### src/hdl/ams_pkg.sv
// Types and constants for the audio min/max/RMS summary block.
// No dependencies.
package ams_pkg;
  localparam int unsigned SampleW = 16;
  localparam int unsigned WinLog = 8;
  localparam logic [1:0] LevelShort = 2'd0;
  localparam logic [1:0] LevelLong  = 2'd1;
  localparam logic [1:0] LevelBlock = 2'd2;

  // Datapath operation selected by the controller.
  typedef enum logic [2:0] {
    OpNone, OpSample, OpCloseShort, OpCloseLong, OpCloseBlock
  } op_e;

  // The eob bit tells a window close that a block summary still follows.
  typedef struct packed {
    op_e  op;
    logic eob;
    logic start;
  } cmd_t;

  typedef struct packed {
    logic busy;
    logic done;
    logic short_full;
    logic long_full;
    logic short_any;
    logic long_any;
    logic size_ok;
  } stat_t;
endpackage

### src/hdl/ams_if.sv
// Valid/ready channel interfaces for the summary block.
// No dependencies.
interface ams_in_if;
  logic                valid;
  logic                ready;
  logic signed [15:0]  sample;
  logic                end_of_block;
  modport source (output valid, sample, end_of_block, input ready);
  modport sink (input valid, sample, end_of_block, output ready);
endinterface

interface ams_out_if;
  logic                valid;
  logic                ready;
  logic [1:0]          level;
  logic signed [15:0]  min_value;
  logic signed [15:0]  max_value;
  logic [15:0]         rms_value;
  logic                last_of_run;
  modport source (output valid, level, min_value, max_value, rms_value, last_of_run,
                  input ready);
  modport sink (input valid, level, min_value, max_value, rms_value, last_of_run,
                output ready);
endinterface

### src/hdl/ams_ctrl.sv
// Controller for the summary block: sequences sample update and window closes.
// Depends on ams_pkg.
module ams_ctrl (
  input  logic           clk_i,
  input  logic           rst_ni,
  input  logic           in_valid_i,
  input  logic           in_eob_i,
  output logic           in_ready_o,
  input  logic           out_busy_i,
  input  ams_pkg::stat_t stat_i,
  output ams_pkg::cmd_t  cmd_o
);
  import ams_pkg::*;

  localparam logic [2:0] StIdle  = 3'd0;
  localparam logic [2:0] StWait  = 3'd1;
  localparam logic [2:0] StShort = 3'd2;
  localparam logic [2:0] StLong  = 3'd3;
  localparam logic [2:0] StBlock = 3'd4;
  localparam logic [2:0] StChk   = 3'd5;

  logic [2:0] state_q, state_d;
  logic       eob_q, eob_d;
  logic       flush_q, flush_d;

  // A unit operation may start only when the datapath and output are free,
  // including the cycle in which a finished result moves to the output.
  logic free;
  assign free = !stat_i.busy && !stat_i.done && !out_busy_i;

  always_comb begin
    state_d = state_q;
    eob_d = eob_q;
    flush_d = flush_q;
    cmd_o = '{op: OpNone, eob: 1'b0, start: 1'b0};
    in_ready_o = 1'b0;
    unique case (state_q)
      StIdle: begin
        in_ready_o = 1'b1;
        if (in_valid_i) begin
          eob_d = in_eob_i;
          flush_d = 1'b0;
          cmd_o = '{op: OpSample, eob: in_eob_i, start: 1'b1};
          state_d = StWait;
        end
      end
      StWait: state_d = StChk;
      StChk: begin
        if (stat_i.short_full || (flush_q && stat_i.short_any)) state_d = StShort;
        else if (stat_i.long_full || (flush_q && stat_i.long_any)) state_d = StLong;
        else if (eob_q && !flush_q) flush_d = 1'b1;
        else if (eob_q) state_d = StBlock;
        else state_d = StIdle;
      end
      StShort: if (free) begin
        cmd_o = '{op: OpCloseShort, eob: eob_q, start: 1'b1};
        state_d = StWait;
      end
      StLong: if (free) begin
        cmd_o = '{op: OpCloseLong, eob: eob_q, start: 1'b1};
        state_d = StWait;
      end
      StBlock: if (free) begin
        cmd_o = '{op: OpCloseBlock, eob: eob_q, start: 1'b1};
        state_d = StWait;
        eob_d = 1'b0;
        flush_d = 1'b0;
      end
      default: state_d = StIdle;
    endcase
  end

  // The check state waits until the datapath finished any root in flight.
  always_ff @(posedge clk_i or negedge rst_ni) begin
    if (!rst_ni) begin
      state_q <= StIdle;
      eob_q <= 1'b0;
      flush_q <= 1'b0;
    end else begin
      if (state_q == StChk && stat_i.busy) state_q <= StChk;
      else state_q <= state_d;
      eob_q <= eob_d;
      flush_q <= flush_d;
    end
  end
endmodule

### src/hdl/ams_dp.sv
// Datapath for the summary block: accumulators, divider and square root unit.
// Depends on ams_pkg.
module ams_dp #(
  parameter int unsigned MaxBlockSamples = 1048576
) (
  input  logic               clk_i,
  input  logic               rst_ni,
  input  ams_pkg::cmd_t      cmd_i,
  input  logic signed [15:0] sample_i,
  output ams_pkg::stat_t     stat_o,
  // Result handed to the output register.
  output logic               res_valid_o,
  output logic [1:0]         res_level_o,
  output logic signed [15:0] res_min_o,
  output logic signed [15:0] res_max_o,
  output logic [15:0]        res_rms_o,
  output logic               res_last_o
);
  import ams_pkg::*;

  localparam int unsigned TotW = $clog2(MaxBlockSamples + 1) + 1;

  logic [8:0]         s_cnt_q, l_cnt_q;
  logic [TotW-1:0]    tot_q;
  logic [16:0]        b_cnt_q;
  logic signed [15:0] s_min_q, s_max_q, l_min_q, l_max_q, b_min_q, b_max_q;
  logic [38:0]        s_sum_q, l_sum_q;
  logic [46:0]        b_sum_q;

  // Sequential divide then square root engine.
  localparam logic [1:0] EIdle = 2'd0, EDiv = 2'd1, ESqrt = 2'd2;
  logic [1:0]   eph_q;
  logic [46:0]  num_q;
  logic [16:0]  den_q;
  logic [46:0]  quo_q;
  logic [16:0]  rem_q;
  logic [5:0]   step_q;
  logic [39:0]  rad_q;
  logic [39:0]  root_q;
  logic [39:0]  bit_q;
  logic [1:0]   lvl_q;
  logic signed [15:0] rmin_q, rmax_q;
  logic         last_q;
  logic         res_valid_q;

  logic signed [31:0] sq;
  assign sq = sample_i * sample_i;

  logic [17:0] rem_sh;
  assign rem_sh = {rem_q, num_q[46]};

  logic [39:0] trial;
  assign trial = root_q + bit_q;

  logic in_range;
  assign in_range = tot_q < TotW'(MaxBlockSamples);

  assign stat_o.busy = eph_q != EIdle;
  assign stat_o.done = res_valid_q;
  assign stat_o.short_full = s_cnt_q[8];
  assign stat_o.long_full = l_cnt_q[8];
  assign stat_o.short_any = s_cnt_q != '0;
  assign stat_o.long_any = l_cnt_q != '0;
  assign stat_o.size_ok = in_range;

  assign res_valid_o = res_valid_q;
  assign res_level_o = lvl_q;
  assign res_min_o = rmin_q;
  assign res_max_o = rmax_q;
  assign res_rms_o = root_q[15:0];
  assign res_last_o = last_q;

  // Control registers of the engine.
  always_ff @(posedge clk_i or negedge rst_ni) begin
    if (!rst_ni) begin
      eph_q <= EIdle;
      res_valid_q <= 1'b0;
      s_cnt_q <= '0;
      l_cnt_q <= '0;
      b_cnt_q <= '0;
      tot_q <= '0;
    end else begin
      res_valid_q <= 1'b0;
      if (cmd_i.start) begin
        unique case (cmd_i.op)
          OpSample: if (in_range) begin
            s_cnt_q <= s_cnt_q + 9'd1;
            tot_q <= tot_q + TotW'(1);
          end
          OpCloseShort: begin
            eph_q <= EDiv;
            s_cnt_q <= '0;
          end
          OpCloseLong: begin
            eph_q <= EDiv;
            l_cnt_q <= '0;
          end
          OpCloseBlock: begin
            eph_q <= (b_cnt_q == '0) ? EIdle : EDiv;
            res_valid_q <= (b_cnt_q == '0);
            s_cnt_q <= '0;
            l_cnt_q <= '0;
            b_cnt_q <= '0;
            tot_q <= '0;
          end
          default: ;
        endcase
      end else if (eph_q == EDiv && step_q == 6'd46) begin
        eph_q <= ESqrt;
      end else if (eph_q == ESqrt && bit_q == '0) begin
        eph_q <= EIdle;
        res_valid_q <= 1'b1;
        unique case (lvl_q)
          LevelShort: l_cnt_q <= l_cnt_q + 9'd1;
          LevelLong: b_cnt_q <= b_cnt_q + 17'd1;
          default: ;
        endcase
      end
    end
  end

  // Payload registers: accumulators and engine data.
  always_ff @(posedge clk_i) begin
    if (cmd_i.start) begin
      step_q <= '0;
      rem_q <= '0;
      root_q <= '0;
      unique case (cmd_i.op)
        OpSample: if (in_range) begin
          if (s_cnt_q == '0) begin
            s_min_q <= sample_i;
            s_max_q <= sample_i;
            s_sum_q <= 39'(unsigned'(sq));
          end else begin
            if (sample_i < s_min_q) s_min_q <= sample_i;
            if (sample_i > s_max_q) s_max_q <= sample_i;
            s_sum_q <= s_sum_q + 39'(unsigned'(sq));
          end
        end
        OpCloseShort: begin
          num_q <= 47'(s_sum_q);
          den_q <= 17'(s_cnt_q);
          lvl_q <= LevelShort;
          rmin_q <= s_min_q;
          rmax_q <= s_max_q;
          // Last of the run unless a long close or the block summary follows.
          last_q <= !cmd_i.eob && (l_cnt_q != 9'd255);
        end
        OpCloseLong: begin
          num_q <= 47'(l_sum_q >> WinLog);
          den_q <= 17'd1;
          lvl_q <= LevelLong;
          rmin_q <= (!l_cnt_q[8] && l_min_q > 16'sd0) ? 16'sd0 : l_min_q;
          rmax_q <= (!l_cnt_q[8] && l_max_q < 16'sd0) ? 16'sd0 : l_max_q;
          last_q <= !cmd_i.eob;
        end
        OpCloseBlock: begin
          num_q <= b_sum_q;
          den_q <= b_cnt_q;
          lvl_q <= LevelBlock;
          rmin_q <= (b_cnt_q == '0) ? 16'sd0 : b_min_q;
          rmax_q <= (b_cnt_q == '0) ? 16'sd0 : b_max_q;
          last_q <= 1'b1;
        end
        default: ;
      endcase
    end else if (eph_q == EDiv) begin
      // Restoring division, one quotient bit per cycle.
      num_q <= {num_q[45:0], 1'b0};
      if (rem_sh >= {1'b0, den_q}) begin
        rem_q <= 17'(rem_sh - {1'b0, den_q});
        quo_q <= {quo_q[45:0], 1'b1};
      end else begin
        rem_q <= rem_sh[16:0];
        quo_q <= {quo_q[45:0], 1'b0};
      end
      step_q <= step_q + 6'd1;
      if (step_q == 6'd46) begin
        bit_q <= 40'd1 << 38;
        root_q <= '0;
      end
    end else if (eph_q == ESqrt) begin
      // Quotient fits 39 bits; one root bit per cycle.
      if (step_q == 6'd47) begin
        rad_q <= 40'(quo_q);
        step_q <= 6'd48;
      end else if (bit_q != '0) begin
        if (rad_q >= trial) begin
          rad_q <= rad_q - trial;
          root_q <= (root_q >> 1) + bit_q;
        end else begin
          root_q <= root_q >> 1;
        end
        bit_q <= bit_q >> 2;
      end
    end
    if (eph_q == EDiv && step_q == 6'd46) begin
      step_q <= 6'd47;
    end
    // Fold a finished root into the next summary level.
    if (eph_q == ESqrt && bit_q == '0) begin
      if (lvl_q == LevelShort) begin
        if (l_cnt_q == '0) begin
          l_min_q <= rmin_q;
          l_max_q <= rmax_q;
          l_sum_q <= 39'(root_q[15:0] * root_q[15:0]);
        end else begin
          if (rmin_q < l_min_q) l_min_q <= rmin_q;
          if (rmax_q > l_max_q) l_max_q <= rmax_q;
          l_sum_q <= l_sum_q + 39'(root_q[15:0] * root_q[15:0]);
        end
      end else if (lvl_q == LevelLong) begin
        if (b_cnt_q == '0) begin
          b_min_q <= rmin_q;
          b_max_q <= rmax_q;
          b_sum_q <= 47'(root_q[15:0] * root_q[15:0]);
        end else begin
          if (rmin_q < b_min_q) b_min_q <= rmin_q;
          if (rmax_q > b_max_q) b_max_q <= rmax_q;
          b_sum_q <= b_sum_q + 47'(root_q[15:0] * root_q[15:0]);
        end
      end
    end
  end
endmodule

### src/hdl/audio_min_max_rms_summary.sv
// Top level of the audio min/max/RMS summary block.
// Depends on ams_pkg, ams_if, ams_ctrl and ams_dp.
// Each window close runs a restoring divider and then a square root in one
// shared unit (an empty block summary skips both). A new sample is accepted
// only after every close that the last one started has finished (up to three
// results at block end). A finished result waits in an output register.
module audio_min_max_rms_summary #(
  parameter int unsigned MaxBlockSamples = 1048576
) (
  input  logic         clk_i,
  input  logic         rst_ni,
  ams_in_if.sink       in_if,
  ams_out_if.source    out_if
);
  import ams_pkg::*;

  cmd_t  cmd;
  stat_t stat;
  logic               res_valid, res_last;
  logic [1:0]         res_level;
  logic signed [15:0] res_min, res_max;
  logic [15:0]        res_rms;
  logic               out_valid_q;

  ams_ctrl u_ctrl (
    .clk_i, .rst_ni,
    .in_valid_i(in_if.valid), .in_eob_i(in_if.end_of_block), .in_ready_o(in_if.ready),
    .out_busy_i(out_valid_q), .stat_i(stat), .cmd_o(cmd)
  );

  ams_dp #(.MaxBlockSamples(MaxBlockSamples)) u_dp (
    .clk_i, .rst_ni, .cmd_i(cmd), .sample_i(in_if.sample), .stat_o(stat),
    .res_valid_o(res_valid), .res_level_o(res_level), .res_min_o(res_min),
    .res_max_o(res_max), .res_rms_o(res_rms), .res_last_o(res_last)
  );

  // Output register holds one beat until taken.
  always_ff @(posedge clk_i or negedge rst_ni) begin
    if (!rst_ni) begin
      out_valid_q <= 1'b0;
    end else if (res_valid) begin
      out_valid_q <= 1'b1;
    end else if (out_if.ready) begin
      out_valid_q <= 1'b0;
    end
  end

  always_ff @(posedge clk_i) begin
    if (res_valid) begin
      out_if.level <= res_level;
      out_if.min_value <= res_min;
      out_if.max_value <= res_max;
      out_if.rms_value <= res_rms;
      out_if.last_of_run <= res_last;
    end
  end

  assign out_if.valid = out_valid_q;
endmodule

### src/flat_wrapper.sv
// flat-port wrapper written by rule: the top's interface ports become plain ports
module audio_min_max_rms_summary_flat import ams_pkg::*;
#(
  parameter int unsigned MaxBlockSamples = 1048576
)
  (clk_i, rst_ni, in_if_valid, in_if_sample, in_if_end_of_block, in_if_ready, out_if_valid, out_if_level, out_if_min_value, out_if_max_value, out_if_rms_value, out_if_last_of_run, out_if_ready);
  ams_in_if in_if_i ();
  ams_out_if out_if_i ();
  input  logic clk_i;
  input  logic rst_ni;
  input wire logic [$bits(in_if_i.valid)-1:0] in_if_valid;
  input wire logic [$bits(in_if_i.sample)-1:0] in_if_sample;
  input wire logic [$bits(in_if_i.end_of_block)-1:0] in_if_end_of_block;
  output wire logic [$bits(in_if_i.ready)-1:0] in_if_ready;
  output wire logic [$bits(out_if_i.valid)-1:0] out_if_valid;
  output wire logic [$bits(out_if_i.level)-1:0] out_if_level;
  output wire logic [$bits(out_if_i.min_value)-1:0] out_if_min_value;
  output wire logic [$bits(out_if_i.max_value)-1:0] out_if_max_value;
  output wire logic [$bits(out_if_i.rms_value)-1:0] out_if_rms_value;
  output wire logic [$bits(out_if_i.last_of_run)-1:0] out_if_last_of_run;
  input wire logic [$bits(out_if_i.ready)-1:0] out_if_ready;
  assign in_if_i.valid = in_if_valid;
  assign in_if_i.sample = in_if_sample;
  assign in_if_i.end_of_block = in_if_end_of_block;
  assign in_if_ready = in_if_i.ready;
  assign out_if_valid = out_if_i.valid;
  assign out_if_level = out_if_i.level;
  assign out_if_min_value = out_if_i.min_value;
  assign out_if_max_value = out_if_i.max_value;
  assign out_if_rms_value = out_if_i.rms_value;
  assign out_if_last_of_run = out_if_i.last_of_run;
  assign out_if_i.ready = out_if_ready;
  audio_min_max_rms_summary #(.MaxBlockSamples(MaxBlockSamples)) u_core (.clk_i(clk_i), .rst_ni(rst_ni), .in_if(in_if_i), .out_if(out_if_i));
endmodule
### config.mk
export PLATFORM = sky130hd
export DESIGN_NAME = audio_min_max_rms_summary_flat
export DESIGN_NICKNAME = d
export VERILOG_FILES = /design/src/hdl/ams_pkg.sv /design/src/hdl/ams_if.sv /design/src/hdl/ams_ctrl.sv /design/src/hdl/ams_dp.sv /design/src/hdl/audio_min_max_rms_summary.sv /design/src/flat_wrapper.sv
export SDC_FILE = /design/constraint.sdc
export NUM_CORES = 2
export LEC_CHECK = 0
export BUFFER_PORTS_ARGS = -buffer_cell sky130_fd_sc_hd__clkbuf_2
export CAP_MARGIN = 20
export CORE_AREA = 3 3 304 306
export DETAILED_ROUTE_END_ITERATION = 10
export DIE_AREA = 0 0 307 309
export PLACE_DENSITY = 0.78
export SKIP_CTS_REPAIR_TIMING = 1
export SYNTH_ARGS = -nofsm -noshare
export SYNTH_HDL_FRONTEND = slang
export SYNTH_HIERARCHICAL = 1
export SYNTH_SLANG_ARGS = --single-unit
### constraint.sdc
create_clock -name clk_i -period 8.9 [get_ports clk_i]
set_clock_uncertainty 0.1 [all_clocks]
set_input_delay 0.89 -clock clk_i [delete_from_list [all_inputs] [get_ports clk_i]]
set_output_delay 0.89 -clock clk_i [all_outputs]
set_load 0.005 [all_outputs]
# ---- Word level (Yosys, flattened, before mapping)
# Cells that the tools add are included.
dict set report totals {
  ff_bits 620
  inputBits 21
  output_inout_bits 53
  elab_cells 277
}
dict set report op_classes {
  addsub 12
  mul 3
  magnitude_cmp 11
  eq_ne 31
  muxes 94
  bitwise_logic 3
  n_reduce_logical 83
}
# cell count
set op_table {}
lappend op_table {{40-bit two-way mux} 14}
lappend op_table {{16-bit two-way mux} 16}
lappend op_table {{47-bit one-hot mux with 3 select lines} 1}
lappend op_table {{17-bit two-way mux} 6}
lappend op_table {{16-bit by 16-bit multiplier with 32-bit output} 3}
lappend op_table {{32-bit two-way mux} 3}
lappend op_table {{16-bit one-hot mux with 3 select lines} 2}
lappend op_table {{47-bit two-way mux} 2}
lappend op_table {{39-bit by 32-bit adder with 39-bit output} 2}
lappend op_table {{9-bit two-way mux} 6}
lappend op_table {{17-bit one-hot mux with 3 select lines} 1}
lappend op_table {{16-bit > comparator} 3}
lappend op_table {{16-bit less-than comparator} 3}
lappend op_table {{47-bit by 32-bit adder with 47-bit output} 1}
lappend op_table {{22-bit one-hot mux with 2 select lines} 1}
lappend op_table {{39-bit by 40-bit adder with 40-bit output} 1}
lappend op_table {{40-bit adder} 1}
lappend op_table {{40-bit greater-or-equal comparator} 1}
lappend op_table {{40-bit zero test} 1}
lappend op_table {{2-bit nonzero test} 20}
lappend op_table {{40-bit nonzero test} 1}
lappend op_table {{40-bit subtractor} 1}
lappend op_table {{4-bit AND reduction} 7}
lappend op_table {{3-bit two-way mux} 8}
lappend op_table {{other kinds (51)} 132}

# ---- Longest topological paths before layout
dict set report logic_depth {
  depth_word 10
  ltp_mapped 39
}

# ---- By module
# The synthesis kept the hierarchy.
# mod instances cells_per_inst area_each_um2 seq_area_each_um2
set modules_own_cells {}
lappend modules_own_cells {ams_dp 1 5354 51008.9 15374.7}
lappend modules_own_cells {audio_min_max_rms_summary 1 54 1567.8 1556.5}
lappend modules_own_cells {ams_ctrl 1 53 436.7 125.1}

# ---- Least setup slack after synthesis
# OpenSTA, ideal clock, no wires.
dict set report synth_timing {
  path_type {input to register}
  start {in in_if_sample[1]}
  end {reg u_core.u_dp.s_sum_q[35] (data pin)}
  setup_ns 0.136
  t_arrival_ns 8.408
  t_required_ns 8.664
  slack_ns 0.256
  stages 31
  path_cell_list {clkbuf_1 > clkbuf_1 > nand2_1 > fa_1 > fa_1 > fa_1 > inv_1 > fa_1 > fa_1 > inv_1 > fa_1 > inv_1 > ha_1 > a21o_1 > a21o_1 > a2111oi_2 > o31ai_1 > a21o_1 > a41oi_1 > o21ai_1 > a21o_1 > xor2_1 > ha_1 > and3_1 > nand3_1 > a21o_1 > a31o_2 > a21oi_1 > o21ai_1 > or4_1 > nand3_1}
}
dict set report synth_between {
  elab_chain_len 2
}
# element line_no
set synth_lines {}
lappend synth_lines {{start, declared} flat_wrapper.sv:12} ;# input wire logic [$bits(in_if_i.sample)-1:0] in_if_sample;
lappend synth_lines {{16-bit by 16-bit multiplier with 32-bit output} ams_dp.sv:47} ;# assign sq = sample_i * sample_i;
lappend synth_lines {{39-bit by 32-bit adder with 39-bit output} ams_dp.sv:137} ;# s_sum_q <= s_sum_q + 39'(unsigned'(sq));
lappend synth_lines {{end signal, assigned} ams_dp.sv:133} ;# s_sum_q <= 39'(unsigned'(sq));
lappend synth_lines {{end signal, assigned} ams_dp.sv:137}
lappend synth_lines {{end, declared} ams_dp.sv:27} ;# logic [38:0] s_sum_q, l_sum_q;
# Every way passes these cells.
# A chain may end at the register's enable or synchronous reset.

# ---- Worst setup path in the final report
dict set report layout_timing {
  start {reg u_core.u_dp.root_q[4]}
  end {reg u_core.u_dp.l_sum_q[37] (data pin)}
}
dict set report layout_between {
  elab_chain_len 2
}
# element line_no
set layout_lines {}
lappend layout_lines {{start, declared} ams_dp.sv:39} ;# logic [39:0] root_q;
lappend layout_lines {{start signal, assigned} ams_dp.sv:190} ;# root_q <= (root_q >> 1) + bit_q;
lappend layout_lines {{start signal, assigned} ams_dp.sv:192} ;# root_q <= root_q >> 1;
lappend layout_lines {{16-bit by 16-bit multiplier with 32-bit output} ams_dp.sv:210} ;# l_sum_q <= l_sum_q + 39'(root_q[15:0] * root_q[15:0]);
lappend layout_lines {{39-bit by 32-bit adder with 39-bit output} ams_dp.sv:210}
lappend layout_lines {{end signal, assigned} ams_dp.sv:206} ;# l_sum_q <= 39'(root_q[15:0] * root_q[15:0]);
lappend layout_lines {{end signal, assigned} ams_dp.sv:210}
lappend layout_lines {{end, declared} ams_dp.sv:27}
# Every way passes these cells.

==> results.txt <==
----------------------------------------------------
[Outcome]
  Outcome ... completed

[CTS]
  Maximum root-to-sink buffer count ... 3
  Clk sink count ... 600
  Htree depth ... 3
  Clock network latency to the later pin of the worst-skew pair ... 0.64 ns
  TritonCTS clock tree ... yes
  Clock transition at path regs ... 0.06 ns
  CTS Buf Count ... a little over 70
  Root buffer cell ... clkbuf_16

[Die]
  Floorplan Core Area ... 0.08987 sq mm
  Top Ports ... 74
  Vertical extent of the die ... 309 um
  Die X ... 307 um
  Effective utilization at floorplan ... about three fifths
  Rows ... 110
  DIE AREA ... 0.09486 sq mm

[Layout]
  Layout cells sized above 1 ... 8.256%
  Number of filler instances in the final layout ... 6999
  Footprint of the flip-flops and latches ... 0.01708 sq mm
  Post-layout nets ... roughly 6500
  Area of the multi-input gates ... about 0.032 sq mm
  Core utilization of the finished layout ... ~64%
  Layout overhead on the synthesized area ... 9.070%
  Number of inserted diodes ... 0

[Critical path]
  Critical path peak fanout ... 7
  Critical path start-end classification ... reg2reg
  Data arrival at the endpoint of the critical path ... 8.84 ns
  Type of origin of the critical path ... flop
  Largest stage delay on the critical path ... 0.59 ns
  Cell with the largest stage delay on the worst path ... fa_2
  Register-to-register path setup slack ... roughly 0.30 ns
  Worst Setup End Kind ... flop
  Most frequent CP cell ... fa_1
  Critical path data required time ... 9.14 ns

[STA]
  Slew Limit Fails ... 0
  Upper clock frequency limit ... about 120 MHz
  Worst relative slew slack ... 28.41%
  Number of hold violations in the final report ... 0
  Final setup violation count ... 0
  Worst-case setup margin in the final layout ... ~0.30 ns
  Period utilization ... a little over nine tenths
  Final critical path time including I/O delays and setup ... 8.601 ns
  Slew at the pin closest to its max-slew limit ... 1.071 ns

[Place]
  I/O Buffers ... between 70 and 80
  Post-placement worst setup slack ... -0.1001 ns
  Half-perimeter wire length after detailed placement ... 94.71 mm
  RD Place Congestion ... between 0.9 and 1

[Route]
  Vias/cell ... 5.939
  Routed via count ... 40361
  Wire length per cell after detailed routing ... 18.57 um
  DR pass1 iterations ... 8
  Remaining routing DRC violations ... 0
  First-iteration detailed-routing DRC count ... 3314
  Sum of routed wire length over all layers ... 126.2 mm
  Post-detailed-route count of antenna-violating nets ... 0

[Global route]
  First-pass GRT wire length ... approximately 200 mm
  Overall track demand over capacity in global routing ... 26.43%
  GRT met2 Usage ... between 40% and 50%
  Met3 track demand over resource ... 4.128%
  Number of antenna violations at the first check in global routing ... 0
  Layer with the highest usage after global routing ... met2
  Pin count of the biggest net entering global routing ... between 100 and 150
  Number of global-route vias before repair ... 40208
  Remaining global-route overflow ... 0
  Met1 routing resource usage after global routing ... 35.37%

[Synthesis]
  Synth warnings ... 6
  Mapped cell area ... 0.05300 sq mm
  Post-synthesis average cell area ... 9.709 sq um
  Synthesized instance count ... 5459
  Nets in the synthesized netlist ... around 6400

[Run]
  Count of max-cap constraint violations ... 0

[Hold path]
  Hold/Removal Path Class ... reg2reg

----------------------------------------------------
layer usage:
layer | up-vias | wire length, um
li1 | 19020 | -
met1 | 19752 | 53150
met5 | - | 0
met3 | 226 | 8673
met2 | 1363 | 60900
met4 | 0 | 3461
worst max-delay path, delay by kind of cell, from the launching register on:
family / cells / cell delay [ns]
AO/OA/AOI/OAI: 9 / 2.10
XOR/XNOR: 1 / 0.16
adder cells (fa/ha/maj): 8 / 3.72
buffers and inverters: 7 / 0.75
flip-flops: 1 / 0.35
AND/OR/NAND/NOR: 7 / 1.13
layout make-up:
class	instances	share of cell area [%]
Clock inverter	43	0.8657
Multi-Input combinational cell	3848	55.78
Inverter	818	5.318
Timing Repair Buffer	225	2.669
Clock buffer	86	3.279
Tap cell	1176	2.545
Sequential cell	600	29.54
metrics by stage:
| stage | std cells | hold slack [ns] | instance area, sq um | TNS [ns] |
|---|---|---|---|---|
| floorplan | 5459 | 0.3003 | 53000 | 0 |
| global placement | 6659 | 0.3310 | 55150 | 0 |
| detailed placement | 6660 | 0.3348 | 55160 | -0.2076 |
| CTS | 6789 | 0.3208 | 57550 | -0.06549 |
| global route | 6796 | 0.3566 | 57810 | -0.1925 |
| finish | 6796 | 0.3332 | 57810 | 0 |
sequential cells by signal, indices dropped and copies added, names as in the netlist, 17 cells and up:
name                 flops
u_core/u_dp/b_sum_q     47
u_core/u_dp/num_q       47
u_core/u_dp/quo_q       40
u_core/u_dp/rad_q       40
u_core/u_dp/root_q      40
u_core/u_dp/l_sum_q     39
u_core/u_dp/s_sum_q     39
u_core/u_dp/tot_q       22
u_core/u_dp/bit_q       20
u_core/u_dp/b_cnt_q     17
u_core/u_dp/den_q       17
u_core/u_dp/rem_q       17
cell usage in the layout (no fill, tap or decap), types with 75 or more instances in the layout:
| master | n |
|---|---|
| nand3_1 | 75 |
| a31oi_1 | 88 |
| o21ai_0 | 193 |
| xor2_1 | 139 |
| buf_4 | 147 |
| a21o_1 | 146 |
| edfxtp_1 | 471 |
| a21oi_1 | 269 |
| nor2_1 | 387 |
| xnor2_1 | 167 |
| fa_1 | 403 |
| and2_1 | 103 |
| ha_1 | 482 |
| nand2_1 | 453 |
| inv_1 | 813 |
path summary, 6_finish.rpt:
path                                  startpoint                       to  cells past startpoint
max                        u_core/u_dp/root_q[4]  u_core/u_dp/l_sum_q[37]                     32
min                        u_core/u_dp/quo_q[15]    u_core/u_dp/quo_q[16]                      0
max reg2reg                u_core/u_dp/root_q[4]  u_core/u_dp/l_sum_q[37]                     32
min reg2reg                u_core/u_dp/quo_q[15]    u_core/u_dp/quo_q[16]                      0
max in group asynchronous                 rst_ni  u_core/u_dp/res_valid_o                      2
min in group asynchronous                 rst_ni     u_core/u_dp/tot_q[6]                      2
Power is not shown: default switching activity piles up to over one toggle a cycle in this logic, so the estimate is an artifact.
